===== src/hdl/hcfb_pkg.sv =====
// ============================================================================
// hcfb_pkg: shared types and constants of the header/CRC-16 frame builder
// Holds the header and CRC constants and the work entry passed from the
// classifying front end, through the queue, to the byte sequencer.
// ============================================================================
package hcfb_pkg;

    localparam logic [7:0]  HDR_FIRST  = 8'hAA;
    localparam logic [7:0]  HDR_SECOND = 8'h55;
    localparam logic [15:0] CRC_INIT   = 16'hFFFF;
    localparam logic [15:0] CRC_POLY   = 16'h1021;
    localparam logic [15:0] CRC_TOPBIT = 16'h8000;

    localparam int QUEUE_DEPTH_DEFAULT = 4;

    // One classified payload byte with everything the back end needs.
    typedef struct packed {
        logic [7:0]  data;
        logic        open_hdr;
        logic        last;
        logic [15:0] crc;
    } work_entry_t;

    typedef struct packed {
        logic empty;
        logic full;
    } queue_status_t;

endpackage


===== src/hdl/hcfb_if.sv =====
// ============================================================================
// hcfb_if: valid/ready channels of the frame builder
// The payload channel carries input bytes, the frame channel output bytes.
// ============================================================================
interface hcfb_payload_if;
    logic       valid;
    logic       ready;
    logic [7:0] payload_byte;
    logic       payload_end;

    modport source (output valid, output payload_byte, output payload_end, input ready);
    modport sink   (input valid, input payload_byte, input payload_end, output ready);
endinterface

interface hcfb_frame_if;
    logic       valid;
    logic       ready;
    logic [7:0] out_byte;
    logic       frame_end;

    modport source (output valid, output out_byte, output frame_end, input ready);
    modport sink   (input valid, input out_byte, input frame_end, output ready);
endinterface


===== src/hdl/hcfb_front.sv =====
// ============================================================================
// hcfb_front: input acceptance and classification
// Tracks whether a frame is open, updates the running CRC on each payload
// beat and pushes one work entry per beat into the queue.
// ============================================================================
module hcfb_front
(
    input  logic                   clk,
    input  logic                   rst_n,
    hcfb_payload_if.sink           payload,
    input  hcfb_pkg::queue_status_t q_status,
    output logic                   push,
    output hcfb_pkg::work_entry_t  push_entry
);
    import hcfb_pkg::*;

    logic        inside_reg;
    logic        inside_next;
    logic [15:0] crc_reg;
    logic [15:0] crc_next;
    logic [15:0] crc_start;
    logic [15:0] crc_new;

    function automatic logic [15:0] crc_feed(input logic [15:0] crc, input logic [7:0] b);
        logic [15:0] c;
        c = crc ^ {b, 8'h00};
        for (int k = 0; k < 8; k++) begin
            if ((c & CRC_TOPBIT) != 16'h0000)
            begin
                c = {c[14:0], 1'b0} ^ CRC_POLY;
            end
            else
            begin
                c = {c[14:0], 1'b0};
            end
        end
        return c;
    endfunction

    assign payload.ready = !q_status.full;
    assign push          = payload.valid && payload.ready;

    assign crc_start = inside_reg ? crc_reg : CRC_INIT;
    assign crc_new   = crc_feed(crc_start, payload.payload_byte);

    always_comb
    begin
        push_entry.data     = payload.payload_byte;
        push_entry.open_hdr = !inside_reg;
        push_entry.last     = payload.payload_end;
        push_entry.crc      = crc_new;
        inside_next         = inside_reg;
        crc_next            = crc_reg;
        if (push)
        begin
            inside_next = !payload.payload_end;
            crc_next    = payload.payload_end ? CRC_INIT : crc_new;
        end
    end

    always_ff @(posedge clk or negedge rst_n)
    begin
        if (!rst_n)
        begin
            inside_reg <= 1'b0;
            crc_reg    <= CRC_INIT;
        end
        else
        begin
            inside_reg <= inside_next;
            crc_reg    <= crc_next;
        end
    end

endmodule


===== src/hdl/hcfb_queue.sv =====
// ============================================================================
// hcfb_queue: short work queue between front and back end
// A small register FIFO that lets the front keep accepting beats while the
// back end is still emitting header or CRC bytes.
// ============================================================================
module hcfb_queue
#(
    parameter int DEPTH = hcfb_pkg::QUEUE_DEPTH_DEFAULT
)
(
    input  logic                    clk,
    input  logic                    rst_n,
    input  logic                    push,
    input  hcfb_pkg::work_entry_t   push_entry,
    input  logic                    pop,
    output hcfb_pkg::work_entry_t   head_entry,
    output hcfb_pkg::queue_status_t q_status
);
    import hcfb_pkg::*;

    localparam int PW = (DEPTH > 1) ? $clog2(DEPTH) : 1;
    localparam int CW = $clog2(DEPTH + 1);
    localparam logic [PW-1:0] LAST_IDX = PW'(DEPTH - 1);
    localparam logic [CW-1:0] FULL_CNT = CW'(DEPTH);

    work_entry_t   slot_reg [DEPTH];
    logic [PW-1:0] wr_ptr_reg;
    logic [PW-1:0] wr_ptr_next;
    logic [PW-1:0] rd_ptr_reg;
    logic [PW-1:0] rd_ptr_next;
    logic [CW-1:0] count_reg;
    logic [CW-1:0] count_next;
    logic          do_push;
    logic          do_pop;

    assign q_status.empty = (count_reg == '0);
    assign q_status.full  = (count_reg == FULL_CNT);
    assign do_push        = push && !q_status.full;
    assign do_pop         = pop && !q_status.empty;
    assign head_entry     = slot_reg[rd_ptr_reg];

    always_comb
    begin
        wr_ptr_next = wr_ptr_reg;
        rd_ptr_next = rd_ptr_reg;
        count_next  = count_reg;
        if (do_push)
        begin
            wr_ptr_next = (wr_ptr_reg == LAST_IDX) ? '0 : wr_ptr_reg + 1'b1;
        end
        if (do_pop)
        begin
            rd_ptr_next = (rd_ptr_reg == LAST_IDX) ? '0 : rd_ptr_reg + 1'b1;
        end
        if (do_push && !do_pop)
        begin
            count_next = count_reg + 1'b1;
        end
        else if (do_pop && !do_push)
        begin
            count_next = count_reg - 1'b1;
        end
    end

    always_ff @(posedge clk)
    begin
        if (do_push)
        begin
            slot_reg[wr_ptr_reg] <= push_entry;
        end
    end

    always_ff @(posedge clk or negedge rst_n)
    begin
        if (!rst_n)
        begin
            wr_ptr_reg <= '0;
            rd_ptr_reg <= '0;
            count_reg  <= '0;
        end
        else
        begin
            wr_ptr_reg <= wr_ptr_next;
            rd_ptr_reg <= rd_ptr_next;
            count_reg  <= count_next;
        end
    end

endmodule


===== src/hdl/hcfb_back.sv =====
// ============================================================================
// hcfb_back: output byte sequencer
// Walks the head queue entry through header, payload and CRC bytes, one
// output beat at a time, and releases the entry after its final byte.
// ============================================================================
module hcfb_back
(
    input  logic                    clk,
    input  logic                    rst_n,
    input  hcfb_pkg::work_entry_t   head_entry,
    input  hcfb_pkg::queue_status_t q_status,
    output logic                    pop,
    hcfb_frame_if.source            frame
);
    import hcfb_pkg::*;

    typedef enum logic [2:0] {
        PH_HDR1,
        PH_HDR2,
        PH_DATA,
        PH_CRCH,
        PH_CRCL
    } phase_t;

    phase_t phase_reg;
    phase_t phase_next;
    phase_t phase_cur;
    logic   beat;

    // A fresh entry without a header starts directly at its payload byte.
    assign phase_cur = (phase_reg == PH_HDR1 && !head_entry.open_hdr) ? PH_DATA : phase_reg;

    assign frame.valid = !q_status.empty;
    assign beat        = frame.valid && frame.ready;

    always_comb
    begin
        frame.out_byte  = head_entry.data;
        frame.frame_end = 1'b0;
        phase_next      = phase_reg;
        pop             = 1'b0;
        unique case (phase_cur)
            PH_HDR1:
            begin
                frame.out_byte = HDR_FIRST;
                if (beat)
                begin
                    phase_next = PH_HDR2;
                end
            end
            PH_HDR2:
            begin
                frame.out_byte = HDR_SECOND;
                if (beat)
                begin
                    phase_next = PH_DATA;
                end
            end
            PH_DATA:
            begin
                frame.out_byte = head_entry.data;
                if (beat)
                begin
                    phase_next = head_entry.last ? PH_CRCH : PH_HDR1;
                    pop        = !head_entry.last;
                end
            end
            PH_CRCH:
            begin
                frame.out_byte = head_entry.crc[15:8];
                if (beat)
                begin
                    phase_next = PH_CRCL;
                end
            end
            PH_CRCL:
            begin
                frame.out_byte  = head_entry.crc[7:0];
                frame.frame_end = 1'b1;
                if (beat)
                begin
                    phase_next = PH_HDR1;
                    pop        = 1'b1;
                end
            end
            default:
            begin
                phase_next = PH_HDR1;
            end
        endcase
    end

    always_ff @(posedge clk or negedge rst_n)
    begin
        if (!rst_n)
        begin
            phase_reg <= PH_HDR1;
        end
        else
        begin
            phase_reg <= phase_next;
        end
    end

endmodule


===== src/hdl/header_crc16_frame_builder.sv =====
// ============================================================================
// header_crc16_frame_builder: transmit framer with CRC-16/CCITT-FALSE trailer
// Front end, work queue and output sequencer.
// ============================================================================
// Each payload beat becomes 1 to 5 frame beats: 0xAA 0x55 before the first
// byte of a frame, the byte itself, and the CRC high then low byte after the
// byte marked last (frame_end is set on the CRC low byte). The front end
// accepts one payload beat per cycle as long as the work queue has room and
// computes the CRC over the whole byte in that cycle. The output sequencer
// emits one frame beat per cycle while the queue holds an entry and the sink
// is ready, so a payload beat yields one frame beat mid-frame, three when it
// opens or closes a frame and five for a one-byte frame; the single output
// byte lane sets the sustained rate, QUEUE_DEPTH beats of slack absorb bursts.
module header_crc16_frame_builder
#(
    parameter int QUEUE_DEPTH = hcfb_pkg::QUEUE_DEPTH_DEFAULT
)
(
    input  logic          clk,
    input  logic          rst_n,
    hcfb_payload_if.sink  payload,
    hcfb_frame_if.source  frame
);
    import hcfb_pkg::*;

    queue_status_t q_status;
    work_entry_t   push_entry;
    work_entry_t   head_entry;
    logic          push;
    logic          pop;

    hcfb_front u_front
    (
        .clk        (clk),
        .rst_n      (rst_n),
        .payload    (payload),
        .q_status   (q_status),
        .push       (push),
        .push_entry (push_entry)
    );

    hcfb_queue #(.DEPTH(QUEUE_DEPTH)) u_queue
    (
        .clk        (clk),
        .rst_n      (rst_n),
        .push       (push),
        .push_entry (push_entry),
        .pop        (pop),
        .head_entry (head_entry),
        .q_status   (q_status)
    );

    hcfb_back u_back
    (
        .clk        (clk),
        .rst_n      (rst_n),
        .head_entry (head_entry),
        .q_status   (q_status),
        .pop        (pop),
        .frame      (frame)
    );

endmodule

===== src/flat_wrapper.sv =====
// flat-port wrapper written by rule: the top's interface ports become plain ports
module header_crc16_frame_builder_flat import hcfb_pkg::*;
#(
    parameter int QUEUE_DEPTH = hcfb_pkg::QUEUE_DEPTH_DEFAULT
)
  (clk, rst_n, payload_valid, payload_payload_byte, payload_payload_end, payload_ready, frame_valid, frame_out_byte, frame_frame_end, frame_ready);
  hcfb_payload_if payload_i ();
  hcfb_frame_if frame_i ();
  input  logic clk;
  input  logic rst_n;
  input wire logic [$bits(payload_i.valid)-1:0] payload_valid;
  input wire logic [$bits(payload_i.payload_byte)-1:0] payload_payload_byte;
  input wire logic [$bits(payload_i.payload_end)-1:0] payload_payload_end;
  output wire logic [$bits(payload_i.ready)-1:0] payload_ready;
  output wire logic [$bits(frame_i.valid)-1:0] frame_valid;
  output wire logic [$bits(frame_i.out_byte)-1:0] frame_out_byte;
  output wire logic [$bits(frame_i.frame_end)-1:0] frame_frame_end;
  input wire logic [$bits(frame_i.ready)-1:0] frame_ready;
  assign payload_i.valid = payload_valid;
  assign payload_i.payload_byte = payload_payload_byte;
  assign payload_i.payload_end = payload_payload_end;
  assign payload_ready = payload_i.ready;
  assign frame_valid = frame_i.valid;
  assign frame_out_byte = frame_i.out_byte;
  assign frame_frame_end = frame_i.frame_end;
  assign frame_i.ready = frame_ready;
  header_crc16_frame_builder #(.QUEUE_DEPTH(QUEUE_DEPTH)) u_core (.clk(clk), .rst_n(rst_n), .payload(payload_i), .frame(frame_i));
endmodule

===== config.mk =====
export PLATFORM = sky130hd
export DESIGN_NAME = header_crc16_frame_builder_flat
export DESIGN_NICKNAME = d
export VERILOG_FILES = /design/src/hdl/hcfb_pkg.sv /design/src/hdl/hcfb_if.sv /design/src/hdl/hcfb_front.sv /design/src/hdl/hcfb_queue.sv /design/src/hdl/hcfb_back.sv /design/src/hdl/header_crc16_frame_builder.sv /design/src/flat_wrapper.sv
export SDC_FILE = /design/constraint.sdc
export NUM_CORES = 1
export LEC_CHECK = 0
export BUFFER_PORTS_ARGS = -buffer_cell sky130_fd_sc_hd__clkbuf_2
export CORE_MARGIN = 4
export CORE_UTILIZATION = 55
export CTS_BUF_LIST = sky130_fd_sc_hd__clkbuf_8 sky130_fd_sc_hd__clkbuf_16
export CTS_CLUSTER_DIAMETER = 100
export CTS_CLUSTER_SIZE = 16
export DETAILED_ROUTE_END_ITERATION = 12
export PLACE_DENSITY_LB_ADDON = 0.15
export SYNTH_ARGS = -nofsm -noshare
export SYNTH_HDL_FRONTEND = slang
export SYNTH_HIERARCHICAL = 1
export SYNTH_SLANG_ARGS = --single-unit

===== constraint.sdc =====
create_clock -name clk -period 2.8 [get_ports clk]
set_clock_uncertainty 0.1 [all_clocks]
set_input_delay 0.14 -clock clk [delete_from_list [all_inputs] [get_ports clk]]
set_output_delay 0.14 -clock clk [all_outputs]
set_load 0.1 [all_outputs]

# Word level (Yosys, flattened, before mapping)
# Memory sizes are Yosys's and may differ from the RTL's.
# Index checks and enable logic that the tools add are counted.
op_classes:
  addsub: 4
  n_eq_ne: 12
  n_mux: 29
  bitwise_logic: 9
  n_reduce_logical: 20
ops:
  columns: ["cell", "count"]
  rows:
  - ["$mux W13", 8]
  - ["$mux W16", 2]
  - ["$pmux W8 S4", 1]
  - ["$mux W3", 8]
  - ["$not A3 Y3", 8]
  - ["$xor A16 B16 Y16", 1]
  - ["$pmux W3 S5", 1]
  - ["$ne A2 B2 Y1 const B", 5]
  - ["$logic_not A3 Y1", 3]
  - ["$logic_not A1 Y1", 8]
  - ["$logic_and A1 B1 Y1", 7]
  - ["$eq A3 B2 Y1 const B", 2]
  - ["$eq A3 B3 Y1 const B", 2]
  - ["$mux W2", 3]
  - ["$mux W1", 5]
  - ["$reduce_and A5 Y1", 1]
  - ["$add A2 B1 Y2 const B", 2]
  - ["$eq A2 B2 Y1 const B", 2]
  - ["$add A3 B1 Y3 const B", 1]
  - ["$eq A3 B1 Y1 const B", 1]
  - ["$sub A3 B1 Y3 const B", 1]
  - ["$pmux W1 S2", 1]
  - ["$reduce_bool A2 Y1", 1]
word_totals:
  regBits: 27
  mem_bits_rw: 104
  out_inout_bits: 11
  elab_cells: 81
  memories: 1
memory_table:
  columns: ["memory", "depth", "word_bits", "rd", "rd_clocked_by_memory_dff", "wr", "line_no", "text"]
  rows:
  - ["u_core.u_queue.slot_reg", 4, 26, 1, 0, 1, "hcfb_queue.sv:26", "work_entry_t slot_reg [DEPTH];"]

# Logic depth before layout (Yosys ltp)
logic_depth:
  word_depth: 19
  depth_mapped: 13
  depth_no_buf: 11

# Hierarchy
# The synthesis kept the hierarchy.
modules_own_cells:
  columns: ["module", "n_inst", "cells_each", "area_per_inst_um2", "seq_area_each_um2"]
  rows:
  - ["hcfb_queue", 1, 173, 4200.3, 3298.2]
  - ["hcfb_front", 1, 133, 1280.0, 445.4]
  - ["hcfb_back", 1, 55, 422.9, 75.1]

# Worst setup path after synthesis
# Ideal clock, no wire load.
synth_path:
  path_type: "reg-to-reg"
  start: "register u_core.u_queue.count_reg[2]"
  end: "memory u_core/u_queue/slot_reg[0][0] in the netlist's numbering (enable)"
  setup_time_ns: 0.385
  arrival_ns: 2.770
  t_required_ns: 2.315
  setup_slack_ns: -0.455
  stages_incl_launch_ff: 9
  n_path_buf: 2
  synth_period_minus_slack_ns: 3.255
  path_cell_list: "dfrtp_1 -> nor3b_2 -> inv_1 -> nand2_1 -> inv_1 -> buf_1 -> nor2b_1 -> buf_2 -> and2_1"
synth_rtl:
  columns: ["element", "line_no", "text"]
  rows:
  - ["from (decl)", "hcfb_queue.sv:31", "logic [CW-1:0] count_reg;"]
  - ["from (signal assigned)", "hcfb_queue.sv:85", "count_reg <= count_next;"]
  - ["to (decl)", "hcfb_queue.sv:26", null]

==> results.sh <==
export IMPL_post_route_min_period_ns=2.75
export IMPL_grtUsageTotal=0.203
export IMPL_multiInputGateArea_mm2=0.00193
export IMPL_vias=3178
export IMPL_final_setup_tns_ns=0
export IMPL_rsz0062_at_grt="yes"
export IMPL_cp_cell_sequence="mux4_2, nor2b_1, o31a_1, nor3_2, o31ai_2, ha_4, inv_2, fa_1, mux2_2"
export IMPL_final_layout_size_suffix_gt1_frac=0.346
export IMPL_finalHoldViolations=0
export IMPL_avgSynthCellArea_um2=16.4
export IMPL_synth_nets=381
export IMPL_initial_core_util=0.569
export IMPL_num_antenna_cells=0
export IMPL_setup_viol=0
export IMPL_regArea_mm2=0.00382
export IMPL_cp_end_kind="flop"
export IMPL_yosysTopAreaCell="edfxtp_1"
export IMPL_place_gp_congestion=0.749
export IMPL_antenna_found_initial=0
export IMPL_fp_row_count=37
export IMPL_cp_max_fo=3
export IMPL_relSlewSlack=0.468
export IMPL_drtIter0Drc=201
export IMPL_final_area_mm2=0.00701
export IMPL_synth_xor_area_frac=0.0663
export IMPL_max_freq_ghz=0.363
export IMPL_portBuffers=23
export IMPL_synthAdderAreaFrac=0.0161
export IMPL_postRouteAntennaNets=0
export IMPL_yosysUniqueCellTypes=48
export IMPL_fillCellCount=734
export IMPL_required_ns=3.11
export IMPL_start_kind="flop"
export IMPL_slew_viol_final=0
export IMPL_arrival_ns=3.06
export IMPL_drc_errors=0
export IMPL_hp_class="in2async"
export IMPL_hpwlAfterDp_mm=7.26
export IMPL_synth_top_family_by_area="multiplexers"
export IMPL_drv_cap=0
export IMPL_grt_pass1_wl_mm=18.8
export IMPL_placed_area_mm2=0.00626
export IMPL_final_common_cell="edfxtp_1"
export IMPL_area_delta_synth_final_pct=18.7
export IMPL_ys_ff_latch=131
export IMPL_worst_path_largest_cell_delay_ns=0.52
export IMPL_cts_tree="done"
export IMPL_dr_pass1_iters=4
export IMPL_die_w_um=112
export IMPL_worstMarginPinSlew_ns=0.798
export IMPL_fin_nets=426
export IMPL_clockBufferDepth=2
export IMPL_first_global_vias=3333
export IMPL_synth_mux_area_fraction=0.108
export IMPL_pre_cts_slack_ns=-0.128
export IMPL_synth_compound_area_frac=0.0572
export IMPL_cp_slowest_cell="mux4_2"
export IMPL_run_status="completed"
export IMPL_yosys_area_top_type_share=0.529
export IMPL_synth_flop_cell="edfxtp_1"
export IMPL_yosys_top_cells_area="edfxtp_1 (53%), mux4_2 (9.9%), dfstp_2 (7.1%)"
export IMPL_syn_area_mm2=0.00590
export IMPL_cts_made_buffers=17
export IMPL_crit_type="reg2reg"
export IMPL_synth_yosys_warnings=6
export IMPL_final_cell_mix="edfxtp_1 (104), mux4_2 (26), nand2_1 (24)"
export IMPL_clock_latency_ns=0.52
export IMPL_synth_simple_area_share=0.0680
export IMPL_min_period_over_period=0.983
export IMPL_wirelength_mm=11.6
export IMPL_synthCells=361
export IMPL_wl_per_cell_um=21.0
export IMPL_ios=24
export IMPL_largest_reg_flops=104
export IMPL_grt_max_degree=28
export IMPL_vias_per_cell=5.73
export IMPL_ys_async_sr_fraction=0.206
export IMPL_htreeDepth=4
export IMPL_synth_edf_count=104
export IMPL_seq_area_frac_synth=0.647
export IMPL_design_core_area_mm2=0.0104
export IMPL_die_area_mm2=0.0125
export IMPL_grt_overflow_total=0
export IMPL_die_h_um=112
export IMPL_clk_pin_slew_ns=0.06
export IMPL_worst_slack_ns=0.0472
export IMPL_cts_sinks=131
export IMPL_root_buffer="clkbuf_8"
==> metal layers <==
| layer | global-route usage | routed length (um) | vias to the layer above |
|---|---|---|---|
| met5 | 0 | 0 | - |
| met4 | 0.0746 | 139 | 0 |
| met3 | 0.0527 | 567 | 14 |
| met2 | 0.324 | 5820 | 80 |
| met1 | 0.271 | 5100 | 1637 |
| li1 | - | - | 1447 |
==> critical path: cells and delay by family, from the launching register on <==
family	cells	cell delay, ns
buffers and inverters	1	0.05
muxes	2	0.78
adders and majority gates	2	0.59
AOI/OAI and AO/OA	2	0.39
and+or+nand+nor	2	0.34
DFF	1	0.39
==> path summary, 6_finish.rpt <==
path                                                          startpoint                                  endpoint  slack [ns]  cells past startpoint
min in group clk                                 payload_payload_byte[3]  u_core/u_queue/slot_reg[2][21]$_DFFE_PP_        0.32                      2
worst min-delay path                                               rst_n  u_core/u_queue/wr_ptr_reg[0]$_DFFE_PN0P_        0.11                      2
max in group asynchronous                                          rst_n  u_core/u_queue/rd_ptr_reg[0]$_DFFE_PN0P_        1.99                      2
worst min register to register     u_core/u_front/crc_reg[7]$_DFFE_PN1P_     u_core/u_front/crc_reg[7]$_DFFE_PN1P_        0.41                      2
worst max-delay path            u_core/u_queue/rd_ptr_reg[0]$_DFFE_PN0P_   u_core/u_queue/count_reg[1]$_DFFE_PN0P_        0.05                      9
worst max register to register  u_core/u_queue/rd_ptr_reg[0]$_DFFE_PN0P_   u_core/u_queue/count_reg[1]$_DFFE_PN0P_        0.05                      9
==> cells in the mapped netlist (all sizes together) (6+ instances only) <==
master and count:
dfstp 16, inv 14, ha 6, xnor2 13, a21oi 8, buf 23
nand2 25, or2 10, nor2 16, dfrtp 11, a31oi 6, o221a 8
edfxtp 104, nor2b 6, xor2 16, mux4 26, o31a 9
==> logic make-up after synthesis <==
family	count (synthesis)
AO/OA/AOI/OAI	43
XOR/XNOR	35
multiplexers	30
flip-flops	131
adder cells (fa/ha/maj)	7
buffers and inverters	39
AND/OR/NAND/NOR	76
==> layout make-up <==
class	instances	share of cell area
sequential	131	0.545
multi-input combinational	191	0.276
timing repair buffer	51	0.0705
clock buffer	17	0.0591
tap	136	0.0243
clock inverter	15	0.0171
inverter	14	0.00803
==> timing repair <==
action,in CTS,in global routing
buffers inserted,3,0
pin swaps,4,6
gates resized for setup,6,5
setup endpoints to repair,9,9
hold endpoints to repair,69,0
hold buffers,13,0
==> per-stage QoR <==
step	hold WS (ns)	cells	utilization
floorplan	-0.256	361	-
global placement	0.134	507	0.603
detailed placement	0.131	507	0.603
CTS	0.107	555	0.674
global route	0.165	555	0.676
finish	0.109	555	0.676
Power is left out: the tool's default activity adds up to more than one toggle a clock period on the data nets, which glitch-free logic cannot reach.
